`src/afba_pkg.sv`:
```
package afba_pkg;

    localparam int unsigned SAMPLE_WIDTH      = 16;
    localparam int unsigned MAX_AVERAGE_COUNT = 255;

    localparam int unsigned BYTE_WIDTH  = 8;
    localparam int unsigned FRAME_WIDTH = 3 * BYTE_WIDTH;
    localparam int unsigned OUT_WIDTH   = 16;
    localparam int unsigned SUM_WIDTH   = 24;
    localparam int unsigned CNT_WIDTH   = 8;
    localparam int unsigned DIV_STEPS   = SUM_WIDTH;
    localparam int unsigned STEP_WIDTH  = $clog2(DIV_STEPS);

    localparam logic [OUT_WIDTH-1:0] SAMPLE_MASK =
        OUT_WIDTH'((64'd1 << SAMPLE_WIDTH) - 64'd1);
    localparam logic [CNT_WIDTH-1:0] COUNT_RESET = CNT_WIDTH'(1);
    localparam logic [STEP_WIDTH-1:0] STEP_LAST = STEP_WIDTH'(DIV_STEPS - 1);

    typedef enum logic [1:0] {
        ST_IDLE,
        ST_DIV,
        ST_LOAD
    } state_t;

    typedef struct packed {
        logic accum;
        logic start;
        logic step;
        logic load_out;
    } cmd_t;

    typedef struct packed {
        logic close_hit;
        logic out_free;
    } status_t;

    function automatic logic [CNT_WIDTH-1:0] effective_count(input logic [CNT_WIDTH-1:0] c);
        logic [CNT_WIDTH-1:0] r;
        r = c;
        if (r == '0) begin
            r = CNT_WIDTH'(1);
        end
        if (32'(r) > MAX_AVERAGE_COUNT) begin
            r = CNT_WIDTH'(MAX_AVERAGE_COUNT);
        end
        return r;
    endfunction

endpackage

```
`src/afba_ctrl.sv`:
```
module afba_ctrl
    import afba_pkg::*;
(
    input  logic    aclk,
    input  logic    aresetn,
    input  logic    s_tvalid,
    output logic    s_tready,
    input  status_t status,
    output cmd_t    cmd
);

    state_t                state_reg, state_next;
    logic [STEP_WIDTH-1:0] step_reg, step_next;

    always_ff @(posedge aclk) begin
        if (!aresetn) begin
            state_reg <= ST_IDLE;
            step_reg  <= '0;
        end else begin
            state_reg <= state_next;
            step_reg  <= step_next;
        end
    end

    always_comb begin
        state_next = state_reg;
        step_next  = step_reg;
        cmd        = '0;
        s_tready   = 1'b0;
        unique case (state_reg)
            ST_IDLE: begin
                s_tready = 1'b1;
                if (s_tvalid) begin
                    if (status.close_hit) begin
                        cmd.start  = 1'b1;
                        step_next  = '0;
                        state_next = ST_DIV;
                    end else begin
                        cmd.accum = 1'b1;
                    end
                end
            end
            ST_DIV: begin
                cmd.step  = 1'b1;
                step_next = step_reg + STEP_WIDTH'(1);
                if (step_reg == STEP_LAST) begin
                    state_next = ST_LOAD;
                end
            end
            ST_LOAD: begin
                if (status.out_free) begin
                    cmd.load_out = 1'b1;
                    state_next   = ST_IDLE;
                end
            end
            default: begin
                state_next = ST_IDLE;
            end
        endcase
    end

endmodule

```
`src/afba_datapath.sv`:
```
module afba_datapath
    import afba_pkg::*;
(
    input  logic                   aclk,
    input  logic                   aresetn,
    input  logic [FRAME_WIDTH-1:0] s_tdata,
    input  logic                   s_tuser,
    input  logic                   cfg_valid,
    input  logic [CNT_WIDTH-1:0]   cfg_data,
    output logic                   m_tvalid,
    input  logic                   m_tready,
    output logic [OUT_WIDTH-1:0]   m_tdata,
    input  cmd_t                   cmd,
    output status_t                status
);

    logic [CNT_WIDTH-1:0] count_reg;
    logic [SUM_WIDTH-1:0] sum_reg;
    logic [CNT_WIDTH-1:0] taken_reg;
    logic [CNT_WIDTH-1:0] divisor_reg;
    logic [CNT_WIDTH-1:0] rem_reg;
    logic [SUM_WIDTH-1:0] quot_reg;
    logic [OUT_WIDTH-1:0] out_reg;
    logic                 out_valid_reg;

    logic [OUT_WIDTH-1:0] sample;
    logic [SUM_WIDTH:0]   sum_wide;
    logic [SUM_WIDTH-1:0] sum_next;
    logic [CNT_WIDTH:0]   taken_next;
    logic [CNT_WIDTH-1:0] count_eff;
    logic [CNT_WIDTH:0]   rem_shift;
    logic [CNT_WIDTH:0]   rem_diff;
    logic                 rem_ge;
    logic [OUT_WIDTH-1:0] quot_sat;

    always_comb begin
        if (s_tuser) begin
            sample = {s_tdata[BYTE_WIDTH-2:0], s_tdata[2*BYTE_WIDTH-1:BYTE_WIDTH],
                      s_tdata[FRAME_WIDTH-1]} & SAMPLE_MASK;
        end else begin
            sample = '0;
        end
        sum_wide   = {1'b0, sum_reg} + (SUM_WIDTH+1)'(sample);
        sum_next   = sum_wide[SUM_WIDTH] ? '1 : sum_wide[SUM_WIDTH-1:0];
        taken_next = {1'b0, taken_reg} + (CNT_WIDTH+1)'(1);
        count_eff  = effective_count(count_reg);
        status.close_hit = taken_next >= {1'b0, count_eff};
        status.out_free  = !out_valid_reg || m_tready;

        rem_shift = {rem_reg, quot_reg[SUM_WIDTH-1]};
        rem_diff  = rem_shift - {1'b0, divisor_reg};
        rem_ge    = rem_shift >= {1'b0, divisor_reg};

        if (quot_reg[SUM_WIDTH-1:OUT_WIDTH] != '0) begin
            quot_sat = '1;
        end else begin
            quot_sat = quot_reg[OUT_WIDTH-1:0];
        end
    end

    always_ff @(posedge aclk) begin
        if (!aresetn) begin
            count_reg     <= COUNT_RESET;
            sum_reg       <= '0;
            taken_reg     <= '0;
            out_valid_reg <= 1'b0;
        end else begin
            if (cfg_valid) begin
                count_reg <= cfg_data;
            end
            if (cmd.accum) begin
                sum_reg   <= sum_next;
                taken_reg <= taken_next[CNT_WIDTH-1:0];
            end else if (cmd.start) begin
                sum_reg   <= '0;
                taken_reg <= '0;
            end
            if (cmd.load_out) begin
                out_valid_reg <= 1'b1;
            end else if (m_tready) begin
                out_valid_reg <= 1'b0;
            end
        end
    end

    always_ff @(posedge aclk) begin
        if (cmd.start) begin
            divisor_reg <= count_eff;
            rem_reg     <= '0;
            quot_reg    <= sum_next;
        end else if (cmd.step) begin
            rem_reg  <= rem_ge ? rem_diff[CNT_WIDTH-1:0] : rem_shift[CNT_WIDTH-1:0];
            quot_reg <= {quot_reg[SUM_WIDTH-2:0], rem_ge};
        end
        if (cmd.load_out) begin
            out_reg <= quot_sat;
        end
    end

    assign m_tvalid = out_valid_reg;
    assign m_tdata  = out_reg;

endmodule

```
`src/adc_frame_block_averager_top.sv`:
```
// Boxcar average decimator for three-byte serial ADC frames. Each input beat
// carries one raw frame; the 16-bit sample is bits 6..0 of the first byte,
// the middle byte and bit 7 of the last byte, or zero when tuser flags a failed
// transfer. Samples are summed (saturating at 24 bits); when the number taken
// reaches the average count (cfg_data, reset 1, 0 acts as 1) one output beat
// carries the truncated mean, saturated to 16 bits, and the sum is cleared.
// A beat that does not close a block is accepted and summed. A closing beat is
// accepted, then the restoring divider yields one quotient bit per cycle, then
// the output register is loaded once it is free; s_tready stays low meanwhile.
// The count may only be written while no block is being divided.
module adc_frame_block_averager_top
    import afba_pkg::*;
(
    input  logic                   aclk,
    input  logic                   aresetn,
    // frame_byte_first [7:0], frame_byte_middle [15:8], frame_byte_last [23:16]
    input  logic [FRAME_WIDTH-1:0] s_tdata,
    // transfer_ok [0]
    input  logic                   s_tuser,
    input  logic                   s_tvalid,
    output logic                   s_tready,
    // averaged_sample [15:0]
    output logic [OUT_WIDTH-1:0]   m_tdata,
    output logic                   m_tvalid,
    input  logic                   m_tready,
    // average_count [7:0]
    input  logic [CNT_WIDTH-1:0]   cfg_data,
    input  logic                   cfg_valid,
    output logic                   cfg_ready
);

    cmd_t    cmd;
    status_t status;

    assign cfg_ready = 1'b1;

    afba_ctrl u_ctrl (
        .aclk     (aclk),
        .aresetn  (aresetn),
        .s_tvalid (s_tvalid),
        .s_tready (s_tready),
        .status   (status),
        .cmd      (cmd)
    );

    afba_datapath u_datapath (
        .aclk      (aclk),
        .aresetn   (aresetn),
        .s_tdata   (s_tdata),
        .s_tuser   (s_tuser),
        .cfg_valid (cfg_valid),
        .cfg_data  (cfg_data),
        .m_tvalid  (m_tvalid),
        .m_tready  (m_tready),
        .m_tdata   (m_tdata),
        .cmd       (cmd),
        .status    (status)
    );

endmodule
```
`config.mk`:
```
export PLATFORM = sky130hd
export DESIGN_NAME = adc_frame_block_averager_top
export DESIGN_NICKNAME = d
export VERILOG_FILES = /design/src/afba_pkg.sv /design/src/afba_ctrl.sv /design/src/afba_datapath.sv /design/src/adc_frame_block_averager_top.sv
export SDC_FILE = /design/constraint.sdc
export NUM_CORES = 1
export LEC_CHECK = 0
export BUFFER_PORTS_ARGS = -buffer_cell sky130_fd_sc_hd__buf_2
export CORE_MARGIN = 8
export CORE_UTILIZATION = 25
export CTS_CLUSTER_DIAMETER = 40
export CTS_CLUSTER_SIZE = 24
export DETAILED_ROUTE_END_ITERATION = 10
export GPL_TIMING_DRIVEN = 0
export PLACE_DENSITY = 0.41
export SETUP_SLACK_MARGIN = 0.3
export SYNTH_ARGS = -nofsm -noshare
export SYNTH_HDL_FRONTEND = slang
export SYNTH_HIERARCHICAL = 1
export SYNTH_SLANG_ARGS = --single-unit
```
`constraint.sdc`:
```
create_clock -name aclk -period 4.97 [get_ports aclk]
set_input_delay 0.994 -clock aclk [delete_from_list [all_inputs] [get_ports aclk]]
set_output_delay 0.994 -clock aclk [all_outputs]
set_load 0.03 [all_outputs]
```
After elaboration in Yosys (flattened, before gate mapping)
Cells that the tools add are included.
{"block": "word_totals", "register_bits": 104, "in_bits": 38, "output_inout_bits": 19, "wordCells": 62}
{"block": "classes", "add_sub_neg": 4, "order_cmp": 2, "eq_ne": 7, "n_mux": 28, "n_reduce_logical": 11}
{"cell": "24-bit two-way mux", "count": 5}
{"cell": "8-bit two-way mux", "count": 4}
{"cell": "24-bit by 16-bit adder with 25-bit output", "count": 1}
{"cell": "9-bit by 8-bit >= comparator with 1-bit output", "count": 2}
{"cell": "16-bit two-way mux", "count": 1}
{"cell": "2-bit two-way mux", "count": 6}
{"cell": "5-bit two-way mux", "count": 2}
{"cell": "5-bit one-hot mux with 2 select lines", "count": 1}
{"cell": "8-bit by 1-bit adder with 9-bit output (second input constant)", "count": 1}
{"cell": "8-bit logical NOT", "count": 1}
{"cell": "1-bit two-way mux", "count": 8}
{"cell": "2-bit nonzero test", "count": 4}
{"cell": "8-bit nonzero test", "count": 1}
{"cell": "8-bit subtractor", "count": 1}
{"cell": "2-bit != test (second input constant)", "count": 3}
{"cell": "2-bit one-hot mux with 3 select lines", "count": 1}
{"cell": "5-bit by 1-bit adder with 5-bit output (second input constant)", "count": 1}
{"cell": "5-bit == test (second input constant)", "count": 1}
{"cell": "4-bit AND reduction", "count": 1}
{"cell": "3-bit AND reduction", "count": 1}
{"cell": "2-bit by 1-bit == test with 1-bit output (second input constant)", "count": 1}
{"cell": "2-bit == test (second input constant)", "count": 1}
{"cell": "2-bit logical NOT", "count": 1}
{"cell": "2-bit by 1-bit != test with 1-bit output (second input constant)", "count": 1}
{"cell": "other kinds (2)", "count": 2}

Longest topological paths before layout
Gate-level depths: netlist (run 1).
{"block": "depth", "depth_word": 8, "mapped_depth": 18, "ltp_nobuf": 16}

Hierarchy
Netlist (run 1), hierarchy kept.
{"mod": "afba_datapath", "n_inst": 1, "cells_each": 620, "area_per_inst_um2": 5721.7, "seq_area_each_um2": 2422.3}
{"mod": "afba_ctrl", "n_inst": 1, "cells_each": 44, "area_per_inst_um2": 366.6, "seq_area_each_um2": 140.1}
{"mod": "adc_frame_block_averager_top", "n_inst": 1, "cells_each": 2, "area_per_inst_um2": 11.3, "seq_area_each_um2": 0.0}

Least setup slack after synthesis (run 1)
No wires, ideal clock.
{"block": "synth_timing", "path_type": "register to register", "from": "reg u_datapath.taken_reg[0]", "to": "reg u_datapath.quot_reg[0], enable pin", "setup_time_ns": 0.358, "t_arrival_ns": 3.462, "t_required_ns": 4.612, "path_slack_ns": 1.149, "stages_incl_launch_ff": 14, "n_path_buf": 2, "synth_period_minus_slack_ns": 3.821, "cell_sequence": "dfxtp_1 -> ha_1 -> and3_1 -> xor2_1 -> ha_1 -> o21ai_0 -> a21oi_1 -> o211ai_1 -> nand3_1 -> nand2_1 -> nor3_1 -> clkbuf_1 -> clkbuf_1 -> or2_2"}
{"element": "from (decl)", "line": "afba_datapath.sv:19", "source": "logic [CNT_WIDTH-1:0] taken_reg;"}
{"element": "from (signal assigned)", "line": "afba_datapath.sv:73", "source": "taken_reg <= taken_next[CNT_WIDTH-1:0];"}
{"element": "to (signal assigned)", "line": "afba_datapath.sv:90", "source": "quot_reg <= sum_next;"}
{"element": "to (signal assigned)", "line": "afba_datapath.sv:93", "source": "quot_reg <= {quot_reg[SUM_WIDTH-2:0], rem_ge};"}
{"element": "to (decl)", "line": "afba_datapath.sv:22", "source": "logic [SUM_WIDTH-1:0] quot_reg;"}

==> results of run 1 <==
## cell usage in the layout, fill, tap and decap left out, types with 5 or more instances in the layout
master	instances
sky130_fd_sc_hd__nor2b_1	21
sky130_fd_sc_hd__nand2b_1	6
sky130_fd_sc_hd__and3_1	12
sky130_fd_sc_hd__nand2_1	45
sky130_fd_sc_hd__a21oi_1	52
sky130_fd_sc_hd__buf_4	8
sky130_fd_sc_hd__nor3_1	8
sky130_fd_sc_hd__ha_1	34
sky130_fd_sc_hd__a211oi_1	11
sky130_fd_sc_hd__inv_1	26
sky130_fd_sc_hd__o21ai_1	15
sky130_fd_sc_hd__mux2i_1	17
sky130_fd_sc_hd__and2_1	24
sky130_fd_sc_hd__o21bai_1	5
sky130_fd_sc_hd__clkbuf_1	28
sky130_fd_sc_hd__nand4_1	9
sky130_fd_sc_hd__o21ai_0	26
sky130_fd_sc_hd__buf_2	48
sky130_fd_sc_hd__xor2_1	11
sky130_fd_sc_hd__nand3_1	21
sky130_fd_sc_hd__clkbuf_16	9
sky130_fd_sc_hd__buf_6	5
sky130_fd_sc_hd__nor2_1	66
sky130_fd_sc_hd__dfxtp_1	56
sky130_fd_sc_hd__or2_2	15
sky130_fd_sc_hd__xnor2_1	14
sky130_fd_sc_hd__edfxtp_1	48
## logic make-up (layout without fill, tap and decap cells)
logic type,Yosys count,count (layout),share of synthesized area (%)
compound gates,167,167,18.01
xor+xnor,25,25,3.590
fa+ha+maj,36,36,7.631
buf+inv,70,134,5.477
flops,104,104,42.01
mux,17,17,2.790
other cells,1,1,0.06148
simple gates,246,246,20.43
## metal layers
layer  track usage, %  vias to the layer above  wire, um
met3            2.078                        9       695
met5                0                        -         0
met1            14.54                     2331      7800
met2            16.94                      110      7018
met4            2.961                        0       154
li1                 -                     2496         -
## power by group through the flow
stage          combinational [mW]  sequential (mW)  clock, mW
2_1_floorplan               0.648             1.08          0
3_3_place_gp                0.814             1.11          0
3_5_place_dp                0.835             1.11          0
4_1_cts                     0.838             1.09      0.769
5_1_grt                     0.930             1.10      0.801
6_report                    0.835             1.09      0.739
## metrics by stage
| stage | setup slack (ns) | cell area (um^2) | util (%) |
|---|---|---|---|
| 6_report | 0.7852 | 7052 | 29.25 |
| 5_1_grt | 0.3316 | 7052 | 29.25 |
| 4_1_cts | 0.4709 | 7041 | 29.21 |
| 3_5_place_dp | 0.4957 | 6740 | 27.96 |
| 3_3_place_gp | -0.1989 | 6735 | 27.94 |
| 2_1_floorplan | 1.149 | 6100 | - |
## worst paths after layout
kind | from | end | slack [ns] | cells after the start
worst max-delay path | u_datapath/count_reg[3]$_SDFFE_PN0P_ | u_datapath/sum_reg[17]$_SDFFE_PN0P_ | 0.79 | 16
worst min-delay path | u_datapath/sum_reg[0]$_SDFFE_PN0P_ | u_datapath/sum_reg[0]$_SDFFE_PN0P_ | 0.46 | 2
worst max register to register | u_datapath/count_reg[3]$_SDFFE_PN0P_ | u_datapath/sum_reg[17]$_SDFFE_PN0P_ | 0.79 | 16
worst min register to register | u_datapath/sum_reg[0]$_SDFFE_PN0P_ | u_datapath/sum_reg[0]$_SDFFE_PN0P_ | 0.46 | 2
## area by class of cell
| class | instances | area, um^2 | area share, % |
|---|---|---|---|
| plain buffers | 43 | 234.0 | 3.318 |
| clock buffers | 9 | 225.2 | 3.194 |
| clock inverters | 7 | 75.07 | 1.065 |
| inverters | 27 | 101.3 | 1.437 |
| multi-input cells | 492 | 3206 | 45.46 |
| flip-flops and latches | 104 | 2562 | 36.34 |
| well taps | 324 | 405.4 | 5.749 |
| repair buffers | 48 | 242.7 | 3.442 |
## what timing repair did
item,4_1_cts,5_1_grt
setup endpoints to repair,0,24
buffers inserted,0,0
gates resized for setup,0,3
## critical path, cell delays in order (launching register included)
cell and delay [ns]:
sky130_fd_sc_hd__dfxtp_1 0.36, sky130_fd_sc_hd__nor4_1 0.33, sky130_fd_sc_hd__a41o_1 0.27, sky130_fd_sc_hd__ha_1 0.24, sky130_fd_sc_hd__nand2b_1 0.13, sky130_fd_sc_hd__a21oi_1 0.14
sky130_fd_sc_hd__nor2b_1 0.05, sky130_fd_sc_hd__o21ai_0 0.16, sky130_fd_sc_hd__a21oi_1 0.09, sky130_fd_sc_hd__o211ai_1 0.18, sky130_fd_sc_hd__nand3_1 0.23, sky130_fd_sc_hd__nor2_1 0.24
sky130_fd_sc_hd__clkbuf_1 0.39, sky130_fd_sc_hd__nand2_1 0.12, sky130_fd_sc_hd__dlygate4sd3_1 0.74, sky130_fd_sc_hd__or3_1 0.36, sky130_fd_sc_hd__nand3_1 0.08
==> results.txt, run 1 <==
The number of nets in the layout is ~800. Yosys attributes the largest share of cell area to sky130_fd_sc_hd__edfxtp_1 (24%), sky130_fd_sc_hd__dfxtp_1 (18%), sky130_fd_sc_hd__ha_1 (7.0%). The total design power came out at between 2 and 3 mW. The initial antenna violation count came out at 0. The final count of negative-setup-slack endpoints came out at 0. In this run switching power makes up about 34% of total power. The final instance count without filler cells came out at ~1100. Measured along the y axis, the die boundary spans roughly 170 um. STA classifies the critical path endpoint as a register.

The data required time of the critical path is roughly 5.3 ns. For this run, the register share of the synthesized area comes to between 40% and 50%. The total length of routed wires is between 15 and 20 mm. The total count of hold-check failures in the final report was 0. For the worst setup path, the data arrival time is 4.48 ns. The total die area came out at around 0.030 mm^2.

The clock tree synthesis step divided the H-tree into 3 levels. TritonCTS built the clock tree. The average instance area after synthesis came out at around 9.2 um^2. The synthesis-to-finish area growth came out at 15.61%. In this run, post-CTS hold repair placed 0 buffers. Sorting the synthesized cells by how often they occur yields sky130_fd_sc_hd__nor2_1 (66), sky130_fd_sc_hd__dfxtp_1 (56), sky130_fd_sc_hd__a21oi_1 (52). In the post-synthesis netlist, the cell with the most instances is sky130_fd_sc_hd__nor2_1. The number of search-and-repair iterations in the first detailed-routing pass is 6. The number of global-route vias before repair came out at 4695. The total clock sinks came out at roughly 100. Global routing consumed, over all layers together, between 10% and 20% of the routing resources. The flow ran to the end, and the final reports show no timing, DRC or antenna violations. In this run, the clock network consumes between 20% and 30% of the power. Dividing total power by cell area gives a power density of 377.4 mW/mm^2. The wire length per cell is approximately 15 um.

Clock-pin slew was measured on the worst setup and hold paths at 0.07 ns. Along the worst path, the maximum fanout reaches 10. The maximum clock rate is ~0.24 GHz. Combinational logic burns 31.4% of the power.

After filler insertion, the fill cell instance count of the layout stands at 2616. Setup repair after global routing left no endpoint under its margin. The via density per instance came out at between 4 and 5. The post-synthesis cell area came out at slightly above 0.006 mm^2. The category of the most critical setup path is register to register. The antenna diode count came out at 0. After layout, the minimum clock period comes to roughly 4.2 ns.

The TritonCTS buffer count is 9. The total of flip-flops plus latches after synthesis came out at about 100. The worst slew margin relative to its limit is a little over half. The cell count after placement is approximately 1000. The total grt overflow is 0. The source-to-sink clock delay at the later pin of the worst-skew pair is ~0.35 ns. The DRC violations left is 0. The most used flip-flop cell after synthesis is sky130_fd_sc_hd__dfxtp_1. The final setup skew is between 0.007 and 0.008 ns. The violation count after the first detailed-route iteration is slightly above 300. The post-route worst hold slack came out at approximately 0.46 ns.

At the end of routability-driven placement, the weighted congestion stood at slightly above 0.8. The warning count from the yosys run came out at 6. The first-pass GRT wire length came out at ~25 mm. The remaining antenna violation count came out at 0. The worst setup path is launched from a register. The min-delay analysis places its worst path in the category register to register. The horizontal die dimension is between 150 and 200 um. The part of the cycle the worst path needs is 84.20%. The sequential group share of total power is about two fifths. The cell taking the most area after synthesis is sky130_fd_sc_hd__edfxtp_1. The cell count after synthesis came out at around 670.

Once the floorplan was initialized, standard cells occupied between 20% and 30% of the core. The total negative slack is 0 ns. Counting flops with an async set or reset pin after synthesis yields a share of 0%.

The number of port buffers is 46. For this block, the via count after detailed routing is between 4000 and 5000. The count of pins over their slew limit is 0. The detailed-placement wirelength estimate came out at 12.09 mm.

The share of the synthesized area in the top cell type is between 20% and 30%. The cell chosen for the clock root is sky130_fd_sc_hd__clkbuf_16. Yosys mapped the design onto between 60 and 70 distinct sky130hd cell types. The standard cell core area is around 0.024 mm^2. The pin slew with the least headroom to its limit came out at about 0.70 ns. The total net switching power came out at between 0.8 and 0.9 mW. The number of top-level pins is 57. The internal portion of the total power is between 1.5 and 2 mW. The tool flagged a number of max-cap violations equal to 0. After floorplanning, the core was divided into 57 placement rows.

Cells with a size suffix above 1 make up approximately 14% of the layout. The static leakage is between 2 and 3 nW. The buffer levels on the longest clock path is 2.

The worst supply voltage drop on vdd came out at about 0.00016 V. Yosys mapped a number of flops with a built-in enable equal to between 40 and 50. The post-synthesis net count came out at 740. Entering global routing, the biggest net connects 25 pins.
No activity file was read; power rests on OpenSTA's default activity.
==> run 2: changes to the inputs <==
==> constraint.sdc (replaced) <==
create_clock -name aclk -period 4.1 [get_ports aclk]
set_input_delay 0.82 -clock aclk [delete_from_list [all_inputs] [get_ports aclk]]
set_output_delay 0.82 -clock aclk [all_outputs]
set_load 0.03 [all_outputs]
==> results.txt, run 2 (synthesis gave the netlist of run 1 again) <==
The data required time of the critical path came out at 4.32 ns. The total count of hold-check failures in the final report came out at 0. In this run the remaining antenna-violating nets after routing total 0. The wire length per cell came out at ~15 um. The worst supply voltage drop on vdd is around 0.00021 V. The initial antenna violation count came out at 0. The arrival time of data at the critical path endpoint is 3.75 ns. The DRC violations left came out at 0. The largest net degree at the start of global routing is 25. The analysis attributes to cell leakage a power of ~2.7 nW.

The final design area excluding fillers is between 0.007 and 0.008 mm^2. The number of search-and-repair iterations in the first detailed-routing pass is 5. The detailed-placement wirelength estimate is approximately 12 mm. Leaving out fill and tap cells, the most frequent cell in the layout is sky130_fd_sc_hd__nor2_1. The final count of negative-setup-slack endpoints came out at 0. The number of cell rows came out at between 50 and 60. The internal reg-to-reg setup slack is 0.57 ns. The flow ran to the end, and the final reports show no timing, DRC or antenna violations. Compared with the post-synthesis result, the final layout area differs by 16.23%. The worst register-to-register path has a depth of 18. After the last flow step, the layout net total stands at roughly 800. The cell sitting at the root of the clock tree is a sky130_fd_sc_hd__clkbuf_16. The path with the worst hold slack has its endpoint at u_datapath/sum_reg[12]$_SDFFE_PN0P_. The total power per unit cell area came out at around 460 mW/mm^2. The cell count after placement came out at ~1000.

The total grt overflow came out at 0. The total via count after detailed routing came out at about 5000. The clock input transition at the sequential cells of the worst setup and hold paths is ~0.070 ns. The worst hold path stage count came out at 2. Cells with a size suffix above 1 make up around 16% of the layout.

In this run the tool buffered the top-level ports with 46 buffer cells. The startpoint identified for the worst register-to-register timing path is u_datapath/count_reg[3]$_SDFFE_PN0P_. The first-pass GRT wire length is about 25 mm.

In the layout the commonest cells are sky130_fd_sc_hd__nor2_1 (65), sky130_fd_sc_hd__dfxtp_1 (56), sky130_fd_sc_hd__a21oi_1 (52). The standard cell core area is roughly 0.024 mm^2. The placed standard-cell area is approximately 0.0067 mm^2. Max-cap violations in this run came to 0. The final instance count without filler cells is around 1100. The TritonCTS buffer count came out at 9. Setup repair after global routing could not meet its margin everywhere. The minimum setup slack after placement came out at -0.6087 ns.

The buffer levels on the longest clock path came out at 2. The startpoint kind of the worst setup timing path is a register. The number of global-route vias before repair came to between 4000 and 5000. The worst slew margin relative to its limit came out at 14.92%. The worst setup path is captured at a register. The final setup skew came out at 0.006190 ns. 57 I/O pins were placed. In this run the worst hold path is classified as register to register. The final critical path time including I/O delays and setup came out at 3.526 ns. TritonCTS built the clock tree. The start point of the worst min-delay path is u_datapath/sum_reg[12]$_SDFFE_PN0P_.

The total die area came out at about 0.030 mm^2. The post-route worst hold slack is between 0.4 and 0.5 ns. The violation count after the first detailed-route iteration came out at around 320. Along the worst path, the maximum fanout reaches 10. The antenna diode count came out at 0. For this run, the total global-route usage over all layers was measured as a little over a tenth.

The deepest level of the CTS H-tree came out at 3. The total clock sinks came out at about 100. In this run the critical register-to-register path is captured at u_datapath/sum_reg[5]$_SDFFE_PN0P_. The via density per instance is ~4.6. The number of filler cells placed in the layout came out at about 2600.

The part of the cycle the worst path needs came out at between 80 and 90%. The routability congestion estimate from global placement is approximately 0.81. Hold repair after CTS inserted 0 buffers. The total design power came out at 3.227 mW.

The maximum clock rate came out at between 0.2 and 0.3 GHz. At the pin with the least slew margin, the transition time is roughly 1.3 ns. The final worst setup slack is between 0.5 and 0.6 ns. The count of pins over their slew limit came out at 0. The horizontal die dimension is ~170 um.

The total length of routed wires came out at approximately 16 mm. Once the floorplan was initialized, standard cells occupied about a quarter of the core. The die boundary height is ~170 um. The source-to-sink clock delay at the later pin of the worst-skew pair is 0.35 ns. The worst setup path is of the register to register kind.
[run 2: changes by cell type in the layout (fill, tap and decap cells not counted), sizes merged]
| cell | change |
|---|---|
| clkinvlp | +1 |
| dlygate4sd3 | -1 |
| or2 | +1 |
| inv | -1 |
[run 2: how the worst max path moves through the flow]
| stage | endpoint | depth (start not counted) | slack, ns | startpoint |
|---|---|---|---|---|
| final | u_datapath/sum_reg[5]$_SDFFE_PN0P_ | 18 | 0.57 | u_datapath/count_reg[3]$_SDFFE_PN0P_ |
| after CTS | u_datapath/quot_reg[0]$_DFFE_PP_ | 15 | 0.32 | u_datapath/count_reg[3]$_SDFFE_PN0P_ |
| after global placement | u_datapath/quot_reg[7]$_DFFE_PP_ | 15 | -0.61 | u_datapath/count_reg[3]$_SDFFE_PN0P_ |
| after global routing | u_datapath/sum_reg[5]$_SDFFE_PN0P_ | 18 | 0.21 | u_datapath/count_reg[3]$_SDFFE_PN0P_ |
| after detailed placement | u_datapath/quot_reg[8]$_DFFE_PP_ | 15 | -0.61 | u_datapath/count_reg[3]$_SDFFE_PN0P_ |
| after floorplan | u_datapath/quot_reg[0]$_DFFE_PP_ | 13 | 0.58 | u_datapath/taken_reg[0]$_SDFFE_PN0P_ |
[run 2: per-layer routing]
metal	part of all wire [%]	up-vias	GRT usage, %
met5	0	-	0
met4	1.0	0	3.186
met3	4.2	8	2.123
met2	45	87	16.73
met1	49	2302	14.64
li1	-	2500	-
[run 2: cell type report]
cell class,instances,area (um^2),share of cell area (%)
buffer,43,237.7,3.353
tap,324,405.4,5.718
sequential,104,2562,36.15
clock inverter,7,75.07,1.059
clock buffer,9,225.2,3.177
inverter,27,101.3,1.430
multi-input combinational,493,3244,45.76
timing repair buffer,47,237.7,3.353
[run 2: where the power goes]
part | internal (mW) | switching, mW | total, mW
Clock | 0.480 | 0.411 | 0.891
Combinational | 0.432 | 0.586 | 1.02
Sequential | 1.23 | 0.0858 | 1.32
Total | 2.14 | 1.08 | 3.23
[run 2: through the flow]
stage | TNS [ns] | utilization [%]
global placement | -16.71 | 27.96
finish | 0 | 29.41
global route | 0 | 29.41
detailed placement | -15.66 | 27.96
CTS | 0 | 29.30
floorplan | 0 | -
[run 2: repair_timing]
| action | CTS | global route |
|---|---|---|
| pin swaps | 1 | 0 |
| buffers inserted | 1 | 0 |
| resized for setup | 9 | 13 |
| cloned | 0 | 1 |
| endpoints found under the setup margin | 73 | 71 |
[run 2: critical path, cell delays in order, from the launching register on]
cell                       delay (ns)
sky130_fd_sc_hd__dfxtp_1         0.37
sky130_fd_sc_hd__nor4_2          0.31
sky130_fd_sc_hd__a41o_1          0.26
sky130_fd_sc_hd__ha_1            0.23
sky130_fd_sc_hd__nand2b_1        0.13
sky130_fd_sc_hd__a21oi_1         0.14
sky130_fd_sc_hd__nor2b_1         0.05
sky130_fd_sc_hd__o21ai_0         0.15
sky130_fd_sc_hd__a21oi_1         0.10
sky130_fd_sc_hd__o211ai_1        0.21
sky130_fd_sc_hd__nand3_2         0.18
sky130_fd_sc_hd__nor2_1          0.20
sky130_fd_sc_hd__clkbuf_4        0.25
sky130_fd_sc_hd__nor2_4          0.10
sky130_fd_sc_hd__and2_1          0.19
sky130_fd_sc_hd__buf_6           0.14
sky130_fd_sc_hd__clkbuf_2        0.22
sky130_fd_sc_hd__nand2_1         0.11
sky130_fd_sc_hd__o21ai_1         0.07
==> run 3: changes to the inputs <==
==> constraint.sdc (replaced) <==
create_clock -name aclk -period 3.8 [get_ports aclk]
set_input_delay 0.76 -clock aclk [delete_from_list [all_inputs] [get_ports aclk]]
set_output_delay 0.76 -clock aclk [all_outputs]
set_load 0.03 [all_outputs]
==> results.txt, run 3 (synthesis gave the netlist of run 1 again) <==
The flow ran to the end, and the final reports show no timing, DRC or antenna violations. The TritonCTS buffer count came out at 9. The number of top-level pins came out at 57. The overall global routing resource usage came out at a little over a tenth. The violation count after the first detailed-route iteration is 298. The worst supply voltage drop on vdd came out at roughly 0.00023 V. The number of nets in the layout came out at between 800 and 900. The total net switching power is about 1.2 mW. The initial antenna violation count came to 0. The arrival time of data at the critical path endpoint came out at approximately 3.4 ns. The part of the cycle the worst path needs is between 80 and 90%.

Hold repair after CTS inserted 0 buffers. The floorplan step set the die height to roughly 170 um. The routed design has about 16 mm of wire. Measured against its own limit, the worst slew margin works out to ~47%. The largest net degree at the start of global routing came out at 19. For this block, the via count after detailed routing is 4924. Net switching is 33.58% of the power.

Between clock sinks in the finished design, the worst skew comes to 0.01338 ns. CTS placed an instance of sky130_fd_sc_hd__clkbuf_16 at the clock tree root. The synthesis-to-finish area growth is 17.29%. The horizontal die dimension came out at between 150 and 200 um.

The final design area excluding fillers came out at 0.007154 mm^2. The critical path in this run is classified as input port to register. The total count of hold-check failures in the final report is 0. TritonCTS built the clock tree. In this run the worst hold path is classified as register to register. For this design the ratio of total power to cell area is approximately 490 mW/mm^2. Leaving out fill and tap cells, the most frequent cell in the layout is sky130_fd_sc_hd__nor2_1. At the later pin of the worst-skew pair, clock insertion delay measures roughly 0.35 ns. Based on the critical path, the design can be clocked at up to ~0.30 GHz. The startpoint kind of the worst setup timing path is an input port. The final critical path time including I/O delays and setup came out at between 3 and 4 ns.

The sequential group share of total power came out at slightly above 40%. The clock input transition at the sequential cells of the worst setup and hold paths is 0.08 ns. At the pin with the least slew margin, the transition time is between 0.7 and 0.8 ns. The initial core utilization came out at about a quarter. The detailed-placement wirelength estimate came out at roughly 12 mm.

The remaining antenna violation count is 0. The floorplan has 57 rows. The internal power component came out at approximately 2.3 mW.

The antenna diode count is 0. Setup repair after global routing could not meet its margin everywhere. After detailed routing, the number of vias per cell comes to about 4.7. STA classifies the critical path endpoint as a register. The total clock sinks is ~100.

The number of global-route vias before repair is between 4000 and 5000. The total design power came out at between 3 and 4 mW. Input and output buffers added on the ports amount to 46.

The combinational share of power came out at roughly a third. The largest fanout of any net on the critical path is 10. The post-route worst hold slack came out at between 0.4 and 0.5 ns. The deepest level of the CTS H-tree came out at 3.

Across the run, the number of max-cap violations was 0. Leaving out fill and tap cells, the most frequent cells in the layout are sky130_fd_sc_hd__nor2_1 (62), sky130_fd_sc_hd__dfxtp_1 (55), sky130_fd_sc_hd__a21oi_1 (52). The data required time of the critical path came out at between 3 and 4 ns. The number of search-and-repair iterations in the first detailed-routing pass came out at 5. The internal reg-to-reg setup slack came out at roughly 0.54 ns. Dividing the detail-routed wire length by the instance count gives approximately 15 um. Cells with a size suffix above 1 make up 17.46% of the layout. The count of pins over their slew limit is 0.

The first-pass GRT wire length came out at 25.21 mm. The static leakage is around 2.7 nW. The total grt overflow came out at 0. The final count of negative-setup-slack endpoints is 0. The die covers between 0.02 and 0.03 mm^2.

In this run the cell area measured after placement is between 0.006 and 0.007 mm^2. At the end of routability-driven placement, the weighted congestion stood at ~0.82. The longest clock path from root to sink contains 2 buffers. The DRC violations left came out at 0. The standard cell core area is ~0.024 mm^2. The clock share of power came out at about 27%.
==> run 3: power groups by stage <==
stage / registers (mW) / clock network (mW) / logic, mW
after floorplan: 1.41 / 0 / 0.849
after global placement: 1.45 / 0 / 1.07
after detailed placement: 1.45 / 0 / 1.09
after CTS: 1.42 / 1.00 / 1.12
after global routing: 1.44 / 1.04 / 1.24
final: 1.43 / 0.963 / 1.12
==> run 3: what timing repair did <==
item	CTS	global route
cloned	1	1
setup endpoints to repair	88	86
gates resized for setup	20	28
buffers inserted	2	1
pin swaps	2	2
==> run 3: area by class of cell <==
cell class                      count  area, um^2
Buffer                             43       267.8
Clock buffer                       10       229.0
Clock inverter                      6       71.32
Timing Repair Buffer               49       252.7
Multi-Input combinational cell    494        3263
Sequential cell                   104        2564
Inverter                           27       101.3
Fill cell                        2606       16950
Tap cell                          324       405.4
==> run 3: path summary, 6_finish.rpt <==
path                                   startpoint                            endpoint  depth (start not counted)
max reg2reg  u_datapath/count_reg[3]$_SDFFE_PN0P_   u_datapath/quot_reg[20]$_DFFE_PP_                         15
min reg2reg    u_datapath/sum_reg[9]$_SDFFE_PN0P_  u_datapath/sum_reg[9]$_SDFFE_PN0P_                          2
max                                       s_tuser   u_datapath/quot_reg[12]$_DFFE_PP_                         11
min            u_datapath/sum_reg[9]$_SDFFE_PN0P_  u_datapath/sum_reg[9]$_SDFFE_PN0P_                          2
==> run 3: critical path, cell delays in order <==
cell,delay (ns)
sky130_fd_sc_hd__buf_2,0.15
sky130_fd_sc_hd__and2_1,0.17
sky130_fd_sc_hd__ha_1,0.22
sky130_fd_sc_hd__fa_1,0.45
sky130_fd_sc_hd__a211oi_1,0.34
sky130_fd_sc_hd__o21ai_1,0.16
sky130_fd_sc_hd__nand3_1,0.22
sky130_fd_sc_hd__a211oi_2,0.17
sky130_fd_sc_hd__clkbuf_2,0.26
sky130_fd_sc_hd__nor2_1,0.37
sky130_fd_sc_hd__a21oi_1,0.12
==> run 3: routing by layer <==
metal / global-route usage [%] / part of all wire [%] / vias to the layer above
met4: 3.373 / 1.5 / 0
li1: - / - / 2503
met3: 2.055 / 4.1 / 11
met1: 14.36 / 49 / 2330
met5: 0 / 0 / -
met2: 17.01 / 45 / 80
==> run 3: stage by stage <==
step / utilization [%] / TNS (ns) / worst slack, ns / instances
after global routing: 29.68 / 0 / 0.2928 / 1057
final: 29.68 / 0 / 0.5086 / 1057
after CTS: 29.49 / 0 / 0.2760 / 1055
after floorplan: - / 0 / 0.3983 / 666
after detailed placement: 27.99 / -22.30 / -0.6524 / 1036
after global placement: 27.99 / -25.60 / -0.7079 / 1036
